File: src/rtl/core/pngu_pkg.sv
// shared types, constants and the paeth predictor for the png scanline unfilter
// no dependencies
`timescale 1ns / 1ps

package pngu_pkg;

    localparam int MAX_ROW_BYTES   = 16384;
    localparam int MAX_PIXEL_BYTES = 4;
    localparam int QUEUE_DEPTH     = 4;

    localparam int COL_W     = $clog2(MAX_ROW_BYTES);
    localparam int LEN_W     = $clog2(MAX_ROW_BYTES + 1);
    localparam int BPP_W     = 3;
    localparam int BPP_IDX_W = (MAX_PIXEL_BYTES > 1) ? $clog2(MAX_PIXEL_BYTES) : 1;
    localparam int CFG_W     = (LEN_W > BPP_W) ? LEN_W : BPP_W;
    localparam int CFG_ADDR_W = 2;

    localparam logic [CFG_ADDR_W-1:0] REG_BYTES_PER_PIXEL = CFG_ADDR_W'(0);
    localparam logic [CFG_ADDR_W-1:0] REG_ROW_BYTES       = CFG_ADDR_W'(1);

    localparam logic [BPP_W-1:0] BPP_RESET = BPP_W'(4);
    localparam logic [LEN_W-1:0] ROW_RESET = LEN_W'(1);

    typedef enum logic [2:0] {
        FILT_NONE,
        FILT_SUB,
        FILT_UP,
        FILT_AVG,
        FILT_PAETH
    } filt_t;

    // one data byte, classified by the front end
    typedef struct packed {
        logic [7:0]       data_byte;
        filt_t            filt;
        logic [COL_W-1:0] col;
        logic             first_row;
        logic             last;
    } item_t;

    function automatic logic [7:0] paeth_pred(input logic [7:0] a, input logic [7:0] b,
                                              input logic [7:0] c);
        logic signed [9:0] da;
        logic signed [9:0] db;
        logic signed [9:0] dc;
        logic [9:0] pa;
        logic [9:0] pb;
        logic [9:0] pc;
        logic [7:0] res;
        da = $signed({2'b00, b}) - $signed({2'b00, c});
        db = $signed({2'b00, a}) - $signed({2'b00, c});
        dc = $signed({2'b00, a}) + $signed({2'b00, b}) - $signed({1'b0, c, 1'b0});
        pa = (da < 0) ? 10'(-da) : 10'(da);
        pb = (db < 0) ? 10'(-db) : 10'(db);
        pc = (dc < 0) ? 10'(-dc) : 10'(dc);
        if (pa <= pb && pa <= pc) begin
            res = a;
        end else if (pb <= pc) begin
            res = b;
        end else begin
            res = c;
        end
        return res;
    endfunction

endpackage

File: src/rtl/core/pngu_front.sv
// front end: takes the byte stream, tracks filter bytes, columns and rows
// depends on pngu_pkg
`timescale 1ns / 1ps

module pngu_front
    import pngu_pkg::*;
(
    input  logic             aclk,
    input  logic             aresetn,
    input  logic             s_tvalid,
    output logic             s_tready,
    input  logic [7:0]       s_tdata,   // [7:0] data_byte
    input  logic             s_tuser,   // [0] image_start
    input  logic [LEN_W-1:0] row_len,
    input  logic             q_full,
    output logic             q_push,
    output item_t            q_item
);

    logic             expect_reg, expect_next;
    logic             first_row_reg, first_row_next;
    logic [COL_W-1:0] col_reg, col_next;
    filt_t            filt_reg, filt_next;

    logic             accept;
    logic             expect_eff;
    logic             first_eff;
    logic             last;
    filt_t            filt_code;

    assign s_tready   = !q_full;
    assign accept     = s_tvalid && s_tready;
    assign expect_eff = expect_reg || s_tuser;
    assign first_eff  = first_row_reg || s_tuser;
    assign last       = ({1'b0, col_reg} + (COL_W + 1)'(1)) >= (COL_W + 1)'(row_len);

    // codes above paeth pass bytes through like none
    always_comb begin
        unique case (s_tdata)
            8'd1:    filt_code = FILT_SUB;
            8'd2:    filt_code = FILT_UP;
            8'd3:    filt_code = FILT_AVG;
            8'd4:    filt_code = FILT_PAETH;
            default: filt_code = FILT_NONE;
        endcase
    end

    always_comb begin
        expect_next    = expect_reg;
        first_row_next = first_row_reg;
        col_next       = col_reg;
        filt_next      = filt_reg;
        q_push         = 1'b0;
        if (accept) begin
            if (expect_eff) begin
                filt_next      = filt_code;
                expect_next    = 1'b0;
                col_next       = '0;
                first_row_next = first_eff;
            end else begin
                q_push = 1'b1;
                if (last) begin
                    expect_next    = 1'b1;
                    first_row_next = 1'b0;
                    col_next       = '0;
                end else begin
                    col_next = col_reg + COL_W'(1);
                end
            end
        end
    end

    assign q_item = '{data_byte: s_tdata, filt: filt_reg, col: col_reg,
                      first_row: first_row_reg, last: last};

    always_ff @(posedge aclk) begin
        if (!aresetn) begin
            expect_reg    <= 1'b1;
            first_row_reg <= 1'b1;
            col_reg       <= '0;
            filt_reg      <= FILT_NONE;
        end else begin
            expect_reg    <= expect_next;
            first_row_reg <= first_row_next;
            col_reg       <= col_next;
            filt_reg      <= filt_next;
        end
    end

endmodule

File: config.mk
export PLATFORM = sky130hd
export DESIGN_NAME = pngu_front
export DESIGN_NICKNAME = d
export VERILOG_FILES = /design/src/rtl/core/pngu_pkg.sv /design/src/rtl/core/pngu_front.sv
export SDC_FILE = /design/constraint.sdc
export NUM_CORES = 1
export LEC_CHECK = 0
export BUFFER_PORTS_ARGS = -buffer_cell sky130_fd_sc_hd__buf_2
export CORE_ASPECT_RATIO = 0.8
export CORE_MARGIN = 8
export CORE_UTILIZATION = 35
export CTS_BUF_LIST = sky130_fd_sc_hd__clkbuf_16
export CTS_CLUSTER_SIZE = 24
export DETAILED_ROUTE_END_ITERATION = 10
export HOLD_SLACK_MARGIN = 0.1
export PLACE_DENSITY = 0.66
export SYNTH_ARGS = -nofsm -noshare
export SYNTH_HDL_FRONTEND = slang
export SYNTH_SLANG_ARGS = --single-unit
File: constraint.sdc
create_clock -name aclk -period 5.3 [get_ports aclk]
set_input_delay 1.06 -clock aclk [delete_from_list [all_inputs] [get_ports aclk]]
set_output_delay 1.06 -clock aclk [all_outputs]
set_load 0.03 [all_outputs]
==> PnR_summary.wiki <==
{| class="wikitable"
! Metric !! Value
|-
| Number of global-route vias before repair || 1457
|-
| Area growth from synthesis to final layout || 22.2%
|-
| Ratio of final minimum period to clock period || 74.0%
|-
| Vertical die dimension || 75.6 um
|-
| Peak supply drop || 94.6 uV
|-
| Worst-Skew Late Latency || 0.25 ns
|-
| Post-Route Hold Slack || 0.492 ns
|-
| Synthesized Nets || 243
|-
| Worst slack, placed || 1.59 ns
|-
| FP Rows || 21
|-
| CTS Buf Count || 3
|-
| Die area || 6840 um2
|-
| Nets || 290
|-
| Post-synth top flop || dfxtp_1
|-
| Cell types occupying the most area after synthesis || dfxtp_1 (24%), ha_1 (14%), inv_1 (6.0%)
|-
| Gate count of the mapped netlist || 198
|-
| Power density over the cells || 181 nW/um2
|-
| Worst Setup Path Type || flip-flop to primary output
|-
| Initial detailed-routing violation count || 73
|-
| Final critical delay including setup and external delays || 3.92 ns
|-
| Critical path endpoint category || primary output
|-
| HPWL reported at the end of detailed placement || 3.07 mm
|-
| Longest Clk Path Bufs || 2
|-
| Number of max-capacitance violations reported || 0
|-
| Core area || 4230 um2
|-
| Leakage || 1.00 nW
|-
| Number of antenna violations at the first check in global routing || 0
|-
| Number of synthesized register bits || 19
|-
| Number of hold violations in the final report || 0
|-
| Total setup violations reported at the end of the flow || 0
|-
| Hold_buf cts || 0
|-
| Initial Utilization || 36.7%
|-
| Resized cells post-CTS || 0
|-
| 1st-pass router iterations || 4
|-
| Clock tree from TritonCTS || done
|-
| Clock Sinks || 19
|-
| Post-synth top area cell || dfxtp_1
|-
| Vias per std cell || 4.93
|-
| Sort of element at the start of the critical path || flip-flop
|-
| Run status || finished, final reports clean
|-
| Post-place instance area || 1820 um2
|-
| RSZ-0062 raised after global routing || no
|-
| Post-detailed-route wirelength per cell || 12.8 um
|-
| Mapped Area || 1550 um2
|-
| Total routing resource utilization after global routing || 11.6%
|-
| First-pass GRT wire length || 6.55 mm
|-
| Maximum achievable frequency || 255 MHz
|-
| Maximum net fanout on the critical path || 9
|-
| Worst EP required || 4.24 ns
|-
| Buffers inserted by post-CTS timing repair || 0
|-
| I/O pin count || 57
|-
| Tightest Hold Check Type || flip-flop to flip-flop
|-
| Final RePlAce weighted congestion || 0.785
|-
| Yosys warning total || 0
|-
| N_diodes || 0
|-
| Worst-margin pin slew || 1.01 ns
|-
| Master cell of the clock root buffer || clkbuf_16
|-
| Worst clock skew on the final layout || 0.00624 ns
|-
| Number of buffers added on ports || 56
|-
| Share of the yosys chip area belonging to registers || 24.5%
|-
| DRC violation count after routing || 0
|-
| Maximum number of pins on one net before global-route repair || 20
|-
| Vias post-DR || 1483
|-
| Post-CTS clock slew at the launch and capture registers of the worst setup and hold paths || 0.06 ns
|-
| Average size of a mapped cell || 7.85 um2
|-
| Share of layout cells above drive strength 1 || 29.1%
|-
| DRT antenna net count || 0
|-
| Cell variety after synth || 41
|-
| Share of Yosys cell area claimed by the top area cell type || 24.5%
|-
| Maximum level of the CTS H-tree || 1
|-
| Global route overflow || 0
|-
| Fraction of registers with async set/reset || 0%
|-
| Horizontal die dimension || 90.5 um
|-
| Number of enable-type register cells in the synthesized netlist || 0
|-
| Data arrival time of the worst path || 2.86 ns
|-
| Number of cells in the finished layout apart from fillers || 301
|-
| Max-slew headroom at the worst pin || 32.4%
|-
| Total negative setup slack || 0 ns
|-
| Post-detailed-routing wire length || 3.85 mm
|-
| Flip-flop count of the largest register after layout || 14
|-
| Fin. max-slew vios || 0
|-
| Final setup slack of the worst path || 1.38 ns
|-
| Final instance area || 1900 um2
|-
| Placed Cells incl. Taps || 297
|}
[synth_stat cells, drive strengths merged, types with 3 or more instances]
library cell / instances
a211o: 3
a21oi: 10
and3: 3
buf: 12
clkbuf: 3
dfxtp: 19
ha: 17
inv: 25
nand2: 24
nand2b: 4
nand3: 9
nand4: 4
nor2: 17
nor3: 6
o31a: 9
or3: 3
xnor2: 6
xor2: 3
[power by group]
| group | switching [mW] | internal, mW |
|---|---|---|
| clock | 0.0570 | 0.102 |
| sequential | 0.00107 | 0.144 |
| combinational | 0.0248 | 0.0155 |
[path summary, 6_finish.rpt]
path | slack [ns] | startpoint | depth (start not counted) | to
worst min-delay path | 0.49 | first_row_reg | 1 | first_row_reg
worst max register to register | 2.05 | col_reg[0] | 10 | col_reg[1]
worst max-delay path | 1.38 | col_reg[0] | 10 | q_item[0]
worst min register to register | 0.49 | first_row_reg | 1 | first_row_reg
[metal layers]
| metal | vias up | track usage (%) | share of wire [%] |
|---|---|---|---|
| met3 | 2 | 4.04 | 5.2 |
| met2 | 41 | 18.9 | 43 |
| met1 | 673 | 14.8 | 52 |
| met4 | 0 | 2.21 | 0.31 |
| met5 | - | 0 | 0 |
| li1 | 767 | - | - |
[stage by stage]
stage / total power [mW] / utilization (%)
5_1_grt: 0.358 / 44.9
3_5_place_dp: 0.188 / 42.9
6_report: 0.344 / 44.9
4_1_cts: 0.346 / 44.9
3_3_place_gp: 0.188 / 42.9
2_1_floorplan: 0.175 / -
[worst max-delay path, cell delays in order, from the launching register on]
cell	delay (ns)
dfxtp_1	0.55
ha_1	0.26
nand2_1	0.09
nor3_1	0.32
nand2b_1	0.18
nand2_1	0.06
ha_1	0.28
nand4_1	0.19
nor3_1	0.31
or3_4	0.18
buf_2	0.19
[layout make-up]
class | instances | area (um2)
fillers | 443 | 2330
inverters | 26 | 97.6
flip-flops and latches | 19 | 380
clock inverters | 1 | 7.51
repair buffers | 57 | 288
clock buffers | 3 | 75.1
well taps | 57 | 71.3
multi-input cells | 138 | 980
[cell usage in the layout (no fill, tap or decap), types with 2 or more instances in the layout]
cell type	n
nand2_1	24
ha_1	17
buf_2	56
nor3_1	4
xor2_1	3
or3_1	2
nand2b_1	4
a21oi_1	10
nand3_1	8
nor2_1	17
a22oi_1	2
o21ai_0	2
a211o_1	3
nor3_2	2
o31a_1	9
a21o_1	2
xnor2_1	6
a221o_1	2
inv_1	25
dfxtp_1	19
nand4_1	3
clkbuf_16	3
and3_1	2
[logic make-up (layout without fill, tap and decap cells)]
kind of cell	count (synthesis)	count (layout)	synth area share, %
fa+ha+maj	17	17	13.7
compound gates	35	35	17.2
buf+inv	41	87	12.5
simple gates	77	77	27.1
xor+xnor	9	9	5.07
flops	19	19	24.5
(Power assumes the default switching activity.)
