===== src/rtl/core/pngu_pkg.sv =====
// shared types, constants and the paeth predictor for the png scanline unfilter
// no dependencies
`timescale 1ns / 1ps

package pngu_pkg;

    localparam int MAX_ROW_BYTES   = 16384;
    localparam int MAX_PIXEL_BYTES = 4;
    localparam int QUEUE_DEPTH     = 4;

    localparam int COL_W     = $clog2(MAX_ROW_BYTES);
    localparam int LEN_W     = $clog2(MAX_ROW_BYTES + 1);
    localparam int BPP_W     = 3;
    localparam int BPP_IDX_W = (MAX_PIXEL_BYTES > 1) ? $clog2(MAX_PIXEL_BYTES) : 1;
    localparam int CFG_W     = (LEN_W > BPP_W) ? LEN_W : BPP_W;
    localparam int CFG_ADDR_W = 2;

    localparam logic [CFG_ADDR_W-1:0] REG_BYTES_PER_PIXEL = CFG_ADDR_W'(0);
    localparam logic [CFG_ADDR_W-1:0] REG_ROW_BYTES       = CFG_ADDR_W'(1);

    localparam logic [BPP_W-1:0] BPP_RESET = BPP_W'(4);
    localparam logic [LEN_W-1:0] ROW_RESET = LEN_W'(1);

    typedef enum logic [2:0] {
        FILT_NONE,
        FILT_SUB,
        FILT_UP,
        FILT_AVG,
        FILT_PAETH
    } filt_t;

    // one data byte, classified by the front end
    typedef struct packed {
        logic [7:0]       data_byte;
        filt_t            filt;
        logic [COL_W-1:0] col;
        logic             first_row;
        logic             last;
    } item_t;

    function automatic logic [7:0] paeth_pred(input logic [7:0] a, input logic [7:0] b,
                                              input logic [7:0] c);
        logic signed [9:0] da;
        logic signed [9:0] db;
        logic signed [9:0] dc;
        logic [9:0] pa;
        logic [9:0] pb;
        logic [9:0] pc;
        logic [7:0] res;
        da = $signed({2'b00, b}) - $signed({2'b00, c});
        db = $signed({2'b00, a}) - $signed({2'b00, c});
        dc = $signed({2'b00, a}) + $signed({2'b00, b}) - $signed({1'b0, c, 1'b0});
        pa = (da < 0) ? 10'(-da) : 10'(da);
        pb = (db < 0) ? 10'(-db) : 10'(db);
        pc = (dc < 0) ? 10'(-dc) : 10'(dc);
        if (pa <= pb && pa <= pc) begin
            res = a;
        end else if (pb <= pc) begin
            res = b;
        end else begin
            res = c;
        end
        return res;
    endfunction

endpackage


===== src/rtl/core/pngu_queue.sv =====
// short fifo of classified data bytes between front end and back end
// depends on pngu_pkg; QUEUE_DEPTH must be a power of two
`timescale 1ns / 1ps

module pngu_queue
    import pngu_pkg::*;
(
    input  logic  aclk,
    input  logic  aresetn,
    input  logic  push,
    input  item_t push_item,
    output logic  full,
    input  logic  pop,
    output logic  head_valid,
    output item_t head_item
);

    localparam int PTR_W = (QUEUE_DEPTH > 1) ? $clog2(QUEUE_DEPTH) : 1;
    localparam int CNT_W = $clog2(QUEUE_DEPTH + 1);

    item_t            slot_reg [QUEUE_DEPTH];
    logic [PTR_W-1:0] wr_ptr_reg, wr_ptr_next;
    logic [PTR_W-1:0] rd_ptr_reg, rd_ptr_next;
    logic [CNT_W-1:0] count_reg, count_next;

    assign full       = (count_reg == CNT_W'(QUEUE_DEPTH));
    assign head_valid = (count_reg != '0);
    assign head_item  = slot_reg[rd_ptr_reg];

    always_comb begin
        wr_ptr_next = push ? wr_ptr_reg + PTR_W'(1) : wr_ptr_reg;
        rd_ptr_next = pop ? rd_ptr_reg + PTR_W'(1) : rd_ptr_reg;
        count_next  = count_reg + CNT_W'(push) - CNT_W'(pop);
    end

    always_ff @(posedge aclk) begin
        if (!aresetn) begin
            wr_ptr_reg <= '0;
            rd_ptr_reg <= '0;
            count_reg  <= '0;
        end else begin
            wr_ptr_reg <= wr_ptr_next;
            rd_ptr_reg <= rd_ptr_next;
            count_reg  <= count_next;
        end
    end

    always_ff @(posedge aclk) begin
        if (push) begin
            slot_reg[wr_ptr_reg] <= push_item;
        end
    end

    a_no_push_full: assert property (@(posedge aclk) disable iff (!aresetn)
        !(push && full))
        else $error("queue push while full");

    a_no_pop_empty: assert property (@(posedge aclk) disable iff (!aresetn)
        pop |-> head_valid)
        else $error("queue pop while empty");

    a_count_bound: assert property (@(posedge aclk) disable iff (!aresetn)
        count_reg <= CNT_W'(QUEUE_DEPTH))
        else $error("queue count above depth");

endmodule


===== config.mk =====
export PLATFORM = sky130hd
export DESIGN_NAME = pngu_queue
export DESIGN_NICKNAME = d
export VERILOG_FILES = /design/src/rtl/core/pngu_pkg.sv /design/src/rtl/core/pngu_queue.sv
export SDC_FILE = /design/constraint.sdc
export NUM_CORES = 1
export LEC_CHECK = 0
export BUFFER_PORTS_ARGS = -buffer_cell sky130_fd_sc_hd__buf_2
export CAP_MARGIN = 20
export CORE_ASPECT_RATIO = 0.75
export CORE_MARGIN = 5
export CORE_UTILIZATION = 45
export DETAILED_ROUTE_END_ITERATION = 8
export PLACE_DENSITY_LB_ADDON = 0.3
export REMOVE_ABC_BUFFERS = 1
export SYNTH_ARGS = -nofsm -noshare
export SYNTH_HDL_FRONTEND = slang
export SYNTH_SLANG_ARGS = --single-unit
export TNS_END_PERCENT = 100

===== constraint.sdc =====
create_clock -name aclk -period 2.84 [get_ports aclk]
set_input_delay 0.71 -clock aclk [delete_from_list [all_inputs] [get_ports aclk]]
set_output_delay 0.71 -clock aclk [all_outputs]
set_load 0.01 [all_outputs]

==> run_summary.xml, run 1 <==
<?xml version="1.0" encoding="UTF-8"?>
<metrics>
  <group name="synthesis">
    <metric name="post_synth_mux_area_share" unit="%">14.68</metric>
    <metric name="post_synth_instance_area" unit="um^2">4388</metric>
    <metric name="synth_seq_cells" unit="">117</metric>
    <metric name="synth_sequential_area_ratio" unit="%">78.02</metric>
    <metric name="synth_top_cell_area_share" unit="%">73.91</metric>
    <metric name="synth-xor-area-share" unit="%">0.9410</metric>
    <metric name="synth_top_cell_by_area" unit="">sky130_fd_sc_hd__edfxtp_1</metric>
    <metric name="synth.distinct_cells" unit="">20</metric>
    <metric name="yosys-top-cells-area" unit="">sky130_fd_sc_hd__edfxtp_1 (74%), sky130_fd_sc_hd__mux4_2 (10%), sky130_fd_sc_hd__mux4_1 (4.2%), sky130_fd_sc_hd__dfxtp_1 (4.1%), sky130_fd_sc_hd__ha_1 (1.7%)</metric>
    <metric name="synth_adder_area_share" unit="%">2.167</metric>
    <metric name="synth_top_family_by_area" unit="">multiplexers</metric>
    <metric name="syn_inst" unit="">184</metric>
    <metric name="synth_compound_area_share" unit="%">0.3422</metric>
    <metric name="per_instance_average_area_after_synthesis" unit="um^2">23.85</metric>
    <metric name="synth-simple-area-share" unit="%">1.739</metric>
    <metric name="synth_warnings" unit="">0</metric>
  </group>
  <group name="timing">
    <metric name="rsz0062_at_grt" unit="">no</metric>
    <metric name="setup_viol" unit="">0</metric>
    <metric name="clock_skews" unit="ns">0.004993</metric>
    <metric name="setup_tns" unit="ns">0</metric>
    <metric name="hold_viol" unit="">0</metric>
    <metric name="fmaxAchievable" unit="GHz">0.4013</metric>
    <metric name="final.min_clock_period" unit="ns">2.492</metric>
    <metric name="tightest_slew" unit="ns">0.5479</metric>
    <metric name="finalCritPeriodShare" unit="%">87.75</metric>
    <metric name="final_max_slew_viol_count" unit="">0</metric>
    <metric name="worst_slew_margin_rel" unit="%">63.48</metric>
  </group>
  <group name="route">
    <metric name="wl" unit="um">7211</metric>
    <metric name="antenna_violating_nets_post_route" unit="">0</metric>
    <metric name="detailed_route_vias_per_instance" unit="">4.947</metric>
    <metric name="routed_wirelength_normalized_by_instance_count" unit="um">17.50</metric>
    <metric name="drt_first_iter_violations" unit="">140</metric>
    <metric name="drt_pass1_iterations" unit="">4</metric>
    <metric name="drc" unit="">0</metric>
    <metric name="dr_vias" unit="">2038</metric>
  </group>
  <group name="place">
    <metric name="placement.cell_area" unit="um^2">4866</metric>
    <metric name="gp_congestion" unit="">0.6859</metric>
    <metric name="dp.final_hpwl" unit="um">4592</metric>
    <metric name="port-buffer-count" unit="">59</metric>
  </group>
  <group name="outcome">
    <metric name="status" unit="">finished clean</metric>
  </group>
  <group name="worst_setup_path">
    <metric name="cp.arrival" unit="ns">1.78</metric>
    <metric name="crit_type" unit="">reg -&gt; out</metric>
    <metric name="worstReg2RegEnd" unit="">count_reg[2]</metric>
    <metric name="worstPathRequired" unit="ns">2.13</metric>
    <metric name="cp-end-kind" unit="">output pin</metric>
    <metric name="critPathLaunchType" unit="">flop</metric>
    <metric name="r2r_slack" unit="ns">1.11</metric>
    <metric name="regToRegStartpoint" unit="">count_reg[0]</metric>
    <metric name="ff2ff_path_depth" unit="">7</metric>
    <metric name="crit_fanout" unit="">14</metric>
  </group>
  <group name="power_and_ir_drop">
    <metric name="p_leak" unit="nW">1.951</metric>
    <metric name="p_per_area" unit="nW/um^2">815.6</metric>
    <metric name="irDropWorstVdd" unit="V">0.0005528</metric>
  </group>
  <group name="global_routing">
    <metric name="first_global_vias" unit="">2095</metric>
    <metric name="grt_first_pass_wirelength" unit="um">11050</metric>
    <metric name="grt_start_max_net_pins" unit="">28</metric>
    <metric name="grt_use_total" unit="%">13.44</metric>
    <metric name="antenna_found_initial" unit="">0</metric>
    <metric name="globalRouteOverflowTotal" unit="">0</metric>
  </group>
  <group name="clocking">
    <metric name="cts_inserted_buffers" unit="">17</metric>
    <metric name="clock_tree.buffer_depth" unit="">2</metric>
    <metric name="cts_hold_buffers" unit="">0</metric>
    <metric name="cts_tree" unit="">done</metric>
    <metric name="cts_htree_levels" unit="">4</metric>
    <metric name="cts_resized" unit="">0</metric>
    <metric name="clock_latency" unit="ns">0.40</metric>
    <metric name="clock_tree.root_cell" unit="">sky130_fd_sc_hd__clkbuf_16</metric>
    <metric name="clock_tree_sinks" unit="">117</metric>
    <metric name="cts_setup_buffers" unit="">0</metric>
    <metric name="clk_transition_reported_paths" unit="ns">0.05</metric>
  </group>
  <group name="final_layout">
    <metric name="most_frequent_standard_cell_in_the_layout_excluding_fill_and_tap_cells" unit="">sky130_fd_sc_hd__edfxtp_1</metric>
    <metric name="fin_nets" unit="">305</metric>
    <metric name="finish.instance_area" unit="um^2">5436</metric>
    <metric name="area_growth_from_synthesis_to_final_layout" unit="%">23.89</metric>
    <metric name="drive_above_1_share" unit="%">42.14</metric>
    <metric name="largest_register_ffs" unit="">108</metric>
    <metric name="layout.cells.most_common_list" unit="">sky130_fd_sc_hd__edfxtp_1 (108), sky130_fd_sc_hd__buf_2 (59), sky130_fd_sc_hd__mux4_2 (20), sky130_fd_sc_hd__clkbuf_16 (17), sky130_fd_sc_hd__buf_4 (11)</metric>
    <metric name="antenna_cells_inserted" unit="">0</metric>
  </group>
  <group name="worst_hold_path">
    <metric name="timing.hold.worst_endpoint" unit="">slot_reg[0][15]</metric>
    <metric name="hold-path-cell-count" unit="">1</metric>
    <metric name="timing.hold.worst.class" unit="">in -&gt; reg</metric>
    <metric name="hp-start" unit="">push_item[15]</metric>
  </group>
  <group name="die">
    <metric name="die_w" unit="um">124.0</metric>
    <metric name="die_h" unit="um">95.52</metric>
    <metric name="die-area" unit="um^2">11850</metric>
    <metric name="core_footprint" unit="um^2">9580</metric>
    <metric name="initial_core_util" unit="%">45.80</metric>
    <metric name="io-pin-count" unit="">60</metric>
    <metric name="num_rows" unit="">31</metric>
  </group>
  <group name="flow_run">
    <metric name="maxCapViolCount" unit="">0</metric>
  </group>
</metrics>
cell usage after synthesis (all sizes together):
cell type	number
fa	1
ha	6
mux4	27
a21oi	1
xor3	1
or3	1
dfxtp	9
nand3b	1
and2	6
and3	1
mux2i	1
a21bo	1
inv	7
edfxtp	108
xnor2	2
buf	6
nor2	5
routing by layer:
metal	up-vias	part of all wire (%)	track usage (%)
li1	935	-	-
met1	1033	45	17.01
met2	60	46	19.30
met3	10	8.2	7.236
met4	0	1.3	5.743
met5	-	0	0
where the power goes:
group          total [mW]  internal (mW)  switching, mW
logic               0.407          0.202          0.205
clock network        2.02           1.35          0.668
registers            2.01           1.98         0.0269
total                4.43           3.54          0.899
cell families (layout without fill, tap and decap cells):
kind of cell	after synthesis	in the layout
muxes	28	28
xor gates and xnor gates	3	3
buffers and inverters	13	109
and+or+nand+nor	14	14
adders and majority gates	7	7
DFF	117	117
AOI/OAI and AO/OA	2	2
critical path: stages (launching register included):
cell and delay, ns:
sky130_fd_sc_hd__dfxtp_2 0.32, sky130_fd_sc_hd__buf_4 0.27, sky130_fd_sc_hd__mux4_1 0.62, sky130_fd_sc_hd__buf_2 0.16
through the flow:
| stage | worst slack, ns | std cells | total power, mW | hold WS [ns] | utilization [%] |
|---|---|---|---|---|---|
| final | 0.3478 | 412 | 4.434 | 0.5213 | 56.75 |
| after floorplan | 0.2089 | 178 | 2.284 | 0.4993 | - |
| after global routing | 0.2375 | 412 | 4.619 | 0.5043 | 56.75 |
| after detailed placement | 0.6135 | 380 | 2.459 | 0.5332 | 50.79 |
| after CTS | 0.2939 | 412 | 4.499 | 0.4955 | 56.75 |
| after global placement | 0.6459 | 380 | 2.453 | 0.5250 | 50.79 |
worst max path at each step:
| stage | start | to | slack [ns] | cells past startpoint |
|---|---|---|---|---|
| after floorplan | flop | head_item[0] | 0.21 | 1 |
| after global placement | pop | count_reg[2] | 0.65 | 7 |
| after detailed placement | pop | count_reg[2] | 0.61 | 7 |
| after CTS | flop | head_item[24] | 0.29 | 3 |
| after global routing | flop | head_item[2] | 0.24 | 3 |
| final | flop | head_item[24] | 0.35 | 3 |
area by class of cell:
class | count | area (um^2)
inverter | 7 | 26.28
clock buffer | 18 | 429.2
multi-input combinational | 54 | 872.1
clock inverter | 14 | 141.4
sequential | 117 | 3425
tap | 132 | 165.2
timing repair buffer | 70 | 377.9
fill | 724 | 4144
Power figures use the tool's default switching activity.
==> run 2, diff against run 1 <==
Settings changed: CTS_BUF_LIST set to sky130_fd_sc_hd__clkbuf_2.
==> run 2 against run 1 <==
Effect of this change:
- first-iteration DRC count down 15%
- wire length down 0.43%
- critical path depth unchanged
- via count down 1.5%
- sequential share of layout area up 4.0 points
- die area unchanged
- sequential cell count unchanged
- clock skew up 0.011 ns
- core utilization down 3.3 points
- non-clock buffer count unchanged
- critical endpoint unchanged
- largest power group is now sequential cells
- highest routed layer unchanged
==> run_summary.xml, run 2 (same netlist as run 1, synthesis figures left out) <==
<?xml version="1.0" encoding="UTF-8"?>
<metrics>
  <group name="die">
    <metric name="io-pin-count" unit="">60</metric>
    <metric name="initial_core_util" unit="%">45.80</metric>
    <metric name="core_footprint" unit="um^2">9580</metric>
    <metric name="die-area" unit="um^2">11850</metric>
    <metric name="num_rows" unit="">31</metric>
    <metric name="die_w" unit="um">124.0</metric>
    <metric name="die_h" unit="um">95.52</metric>
  </group>
  <group name="worst_setup_path">
    <metric name="worstPathRequired" unit="ns">2.13</metric>
    <metric name="worst_path_dominant_cell_family" unit="">multiplexers</metric>
    <metric name="critical_path.slowest_cell" unit="">sky130_fd_sc_hd__mux4_1</metric>
    <metric name="timing.critical_path.slowest_cell_delay" unit="ns">0.58</metric>
    <metric name="r2r_slack" unit="ns">1.10</metric>
    <metric name="critPathLaunchType" unit="">flop</metric>
    <metric name="crit_type" unit="">reg -&gt; out</metric>
    <metric name="worstReg2RegEnd" unit="">count_reg[2]</metric>
    <metric name="cp.arrival" unit="ns">1.96</metric>
    <metric name="regToRegStartpoint" unit="">count_reg[0]</metric>
    <metric name="crit_fanout" unit="">14</metric>
    <metric name="cp-end-kind" unit="">output pin</metric>
    <metric name="crit_path_cell_chain" unit="">buf_12, mux4_1, buf_2</metric>
    <metric name="ff2ff_path_depth" unit="">7</metric>
    <metric name="worstPathBufferInverterCount" unit="">2</metric>
  </group>
  <group name="place">
    <metric name="gp_congestion" unit="">0.6859</metric>
    <metric name="port-buffer-count" unit="">59</metric>
    <metric name="dp.final_hpwl" unit="um">4592</metric>
  </group>
  <group name="outcome">
    <metric name="status" unit="">finished clean</metric>
  </group>
  <group name="route">
    <metric name="drt_pass1_iterations" unit="">4</metric>
    <metric name="antenna_violating_nets_post_route" unit="">0</metric>
    <metric name="drc" unit="">0</metric>
    <metric name="detailed_route_vias_per_instance" unit="">4.874</metric>
    <metric name="dr_vias" unit="">2008</metric>
    <metric name="drt_first_iter_violations" unit="">119</metric>
    <metric name="routed_wirelength_normalized_by_instance_count" unit="um">17.43</metric>
    <metric name="wl" unit="um">7180</metric>
  </group>
  <group name="timing">
    <metric name="clock_skews" unit="ns">0.01574</metric>
    <metric name="hold_viol" unit="">0</metric>
    <metric name="worst_slew_margin_rel" unit="%">63.18</metric>
    <metric name="hold-worst-slack" unit="ns">0.2683</metric>
    <metric name="final_max_slew_viol_count" unit="">0</metric>
    <metric name="final.min_clock_period" unit="ns">2.670</metric>
    <metric name="setup_viol" unit="">0</metric>
    <metric name="tightest_slew" unit="ns">0.5523</metric>
    <metric name="finalCritPeriodShare" unit="%">94.00</metric>
    <metric name="fmaxAchievable" unit="GHz">0.3746</metric>
  </group>
  <group name="worst_hold_path">
    <metric name="hp-start" unit="">push_item[7]</metric>
    <metric name="hold-path-cell-count" unit="">1</metric>
    <metric name="timing.hold.worst.class" unit="">in -&gt; reg</metric>
    <metric name="timing.hold.worst_endpoint" unit="">slot_reg[0][7]</metric>
  </group>
  <group name="clocking">
    <metric name="clock_tree.root_cell" unit="">sky130_fd_sc_hd__clkbuf_2</metric>
    <metric name="clock_tree_sinks" unit="">117</metric>
    <metric name="cts_inserted_buffers" unit="">17</metric>
    <metric name="cts_htree_levels" unit="">4</metric>
    <metric name="clock_tree.buffer_depth" unit="">2</metric>
    <metric name="clk_transition_reported_paths" unit="ns">0.17</metric>
    <metric name="cts_tree" unit="">done</metric>
    <metric name="clock_latency" unit="ns">0.64</metric>
  </group>
  <group name="power_and_ir_drop">
    <metric name="p_per_area" unit="nW/um^2">674.6</metric>
    <metric name="irDropWorstVdd" unit="V">0.0005348</metric>
    <metric name="p_leak" unit="nW">1.815</metric>
  </group>
  <group name="final_layout">
    <metric name="area_growth_from_synthesis_to_final_layout" unit="%">16.62</metric>
    <metric name="antenna_cells_inserted" unit="">0</metric>
    <metric name="largest_register_ffs" unit="">108</metric>
    <metric name="final_core_utilization" unit="%">53.42</metric>
    <metric name="most_frequent_standard_cell_in_the_layout_excluding_fill_and_tap_cells" unit="">sky130_fd_sc_hd__edfxtp_1</metric>
    <metric name="drive_above_1_share" unit="%">43.21</metric>
    <metric name="layout.cells.most_common_list" unit="">sky130_fd_sc_hd__edfxtp_1 (108), sky130_fd_sc_hd__buf_2 (59), sky130_fd_sc_hd__mux4_2 (22), sky130_fd_sc_hd__clkbuf_2 (18), sky130_fd_sc_hd__buf_4 (9)</metric>
    <metric name="fin_nets" unit="">305</metric>
  </group>
  <group name="flow_run">
    <metric name="maxCapViolCount" unit="">0</metric>
  </group>
  <group name="global_routing">
    <metric name="antenna_found_initial" unit="">0</metric>
    <metric name="globalRouteOverflowTotal" unit="">0</metric>
    <metric name="grt_start_max_net_pins" unit="">28</metric>
    <metric name="grt_use_total" unit="%">13.19</metric>
    <metric name="grt_first_pass_wirelength" unit="um">10860</metric>
    <metric name="first_global_vias" unit="">2081</metric>
  </group>
</metrics>
run 2: cell types whose count changed in the layout (fill, tap and decap cells not counted):
cell	delta
sky130_fd_sc_hd__dfxtp_2	-1
sky130_fd_sc_hd__clkbuf_2	+18
sky130_fd_sc_hd__buf_4	-2
sky130_fd_sc_hd__mux4_1	-2
sky130_fd_sc_hd__mux4_2	+2
sky130_fd_sc_hd__clkbuf_1	-1
sky130_fd_sc_hd__buf_12	+2
sky130_fd_sc_hd__clkbuf_16	-17
sky130_fd_sc_hd__dfxtp_4	+1
run 2: area by class of cell:
cell class              instances  area (um^2)
clock inverters                14        141.4
fillers                       766         4463
inverters                       7        26.28
multi-input cells              54        864.6
repair buffers                 70        402.9
flip-flops and latches        117         3427
well taps                     132        165.2
clock buffers                  18        90.09
run 2: per-stage QoR:
step / total power [mW] / std cells / instance area [um^2] / TNS (ns) / setup WS (ns)
floorplan: 2.284 / 178 / 4322 / 0 / 0.2089
global placement: 2.453 / 380 / 4866 / 0 / 0.6459
detailed placement: 2.459 / 380 / 4866 / 0 / 0.6135
CTS: 3.492 / 412 / 5105 / 0 / 0.03068
global route: 3.622 / 412 / 5117 / -0.002630 / -0.002630
finish: 3.452 / 412 / 5117 / 0 / 0.1704
run 2: how the worst max path moves through the flow:
stage          depth (start not counted)            end  slack [ns]  startpoint
2_1_floorplan                          1   head_item[0]        0.21        flop
3_3_place_gp                           7   count_reg[2]        0.65         pop
3_5_place_dp                           7   count_reg[2]        0.61         pop
4_1_cts                                3  head_item[24]        0.03        flop
5_1_grt                                3  head_item[24]      -0.003        flop
6_report                               3  head_item[24]        0.17        flop
run 2: per-layer routing:
metal  up-vias  share of wire (%)  track usage [%]  wire [um]
met2        61                 46            18.94       3270
met4         0                1.5            6.837        111
met3        14                7.8            6.406        563
met5         -                  0                0          0
met1      1003                 45            16.65       3234
li1        930                  -                -          -
run 2: repair_timing:
action | 4_1_cts | 5_1_grt
hold endpoints to repair | 0 | 0
setup endpoints to repair | 2 | 7
hold buffers | 0 | 0
buffers inserted | 0 | 0
resized for setup | 2 | 7
run 2: report_power, final:
group | switching [mW] | total (mW) | internal, mW
Combinational | 0.205 | 0.416 | 0.211
Sequential | 0.0288 | 2.01 | 1.98
Clock | 0.559 | 1.03 | 0.472
Total | 0.793 | 3.45 | 2.66
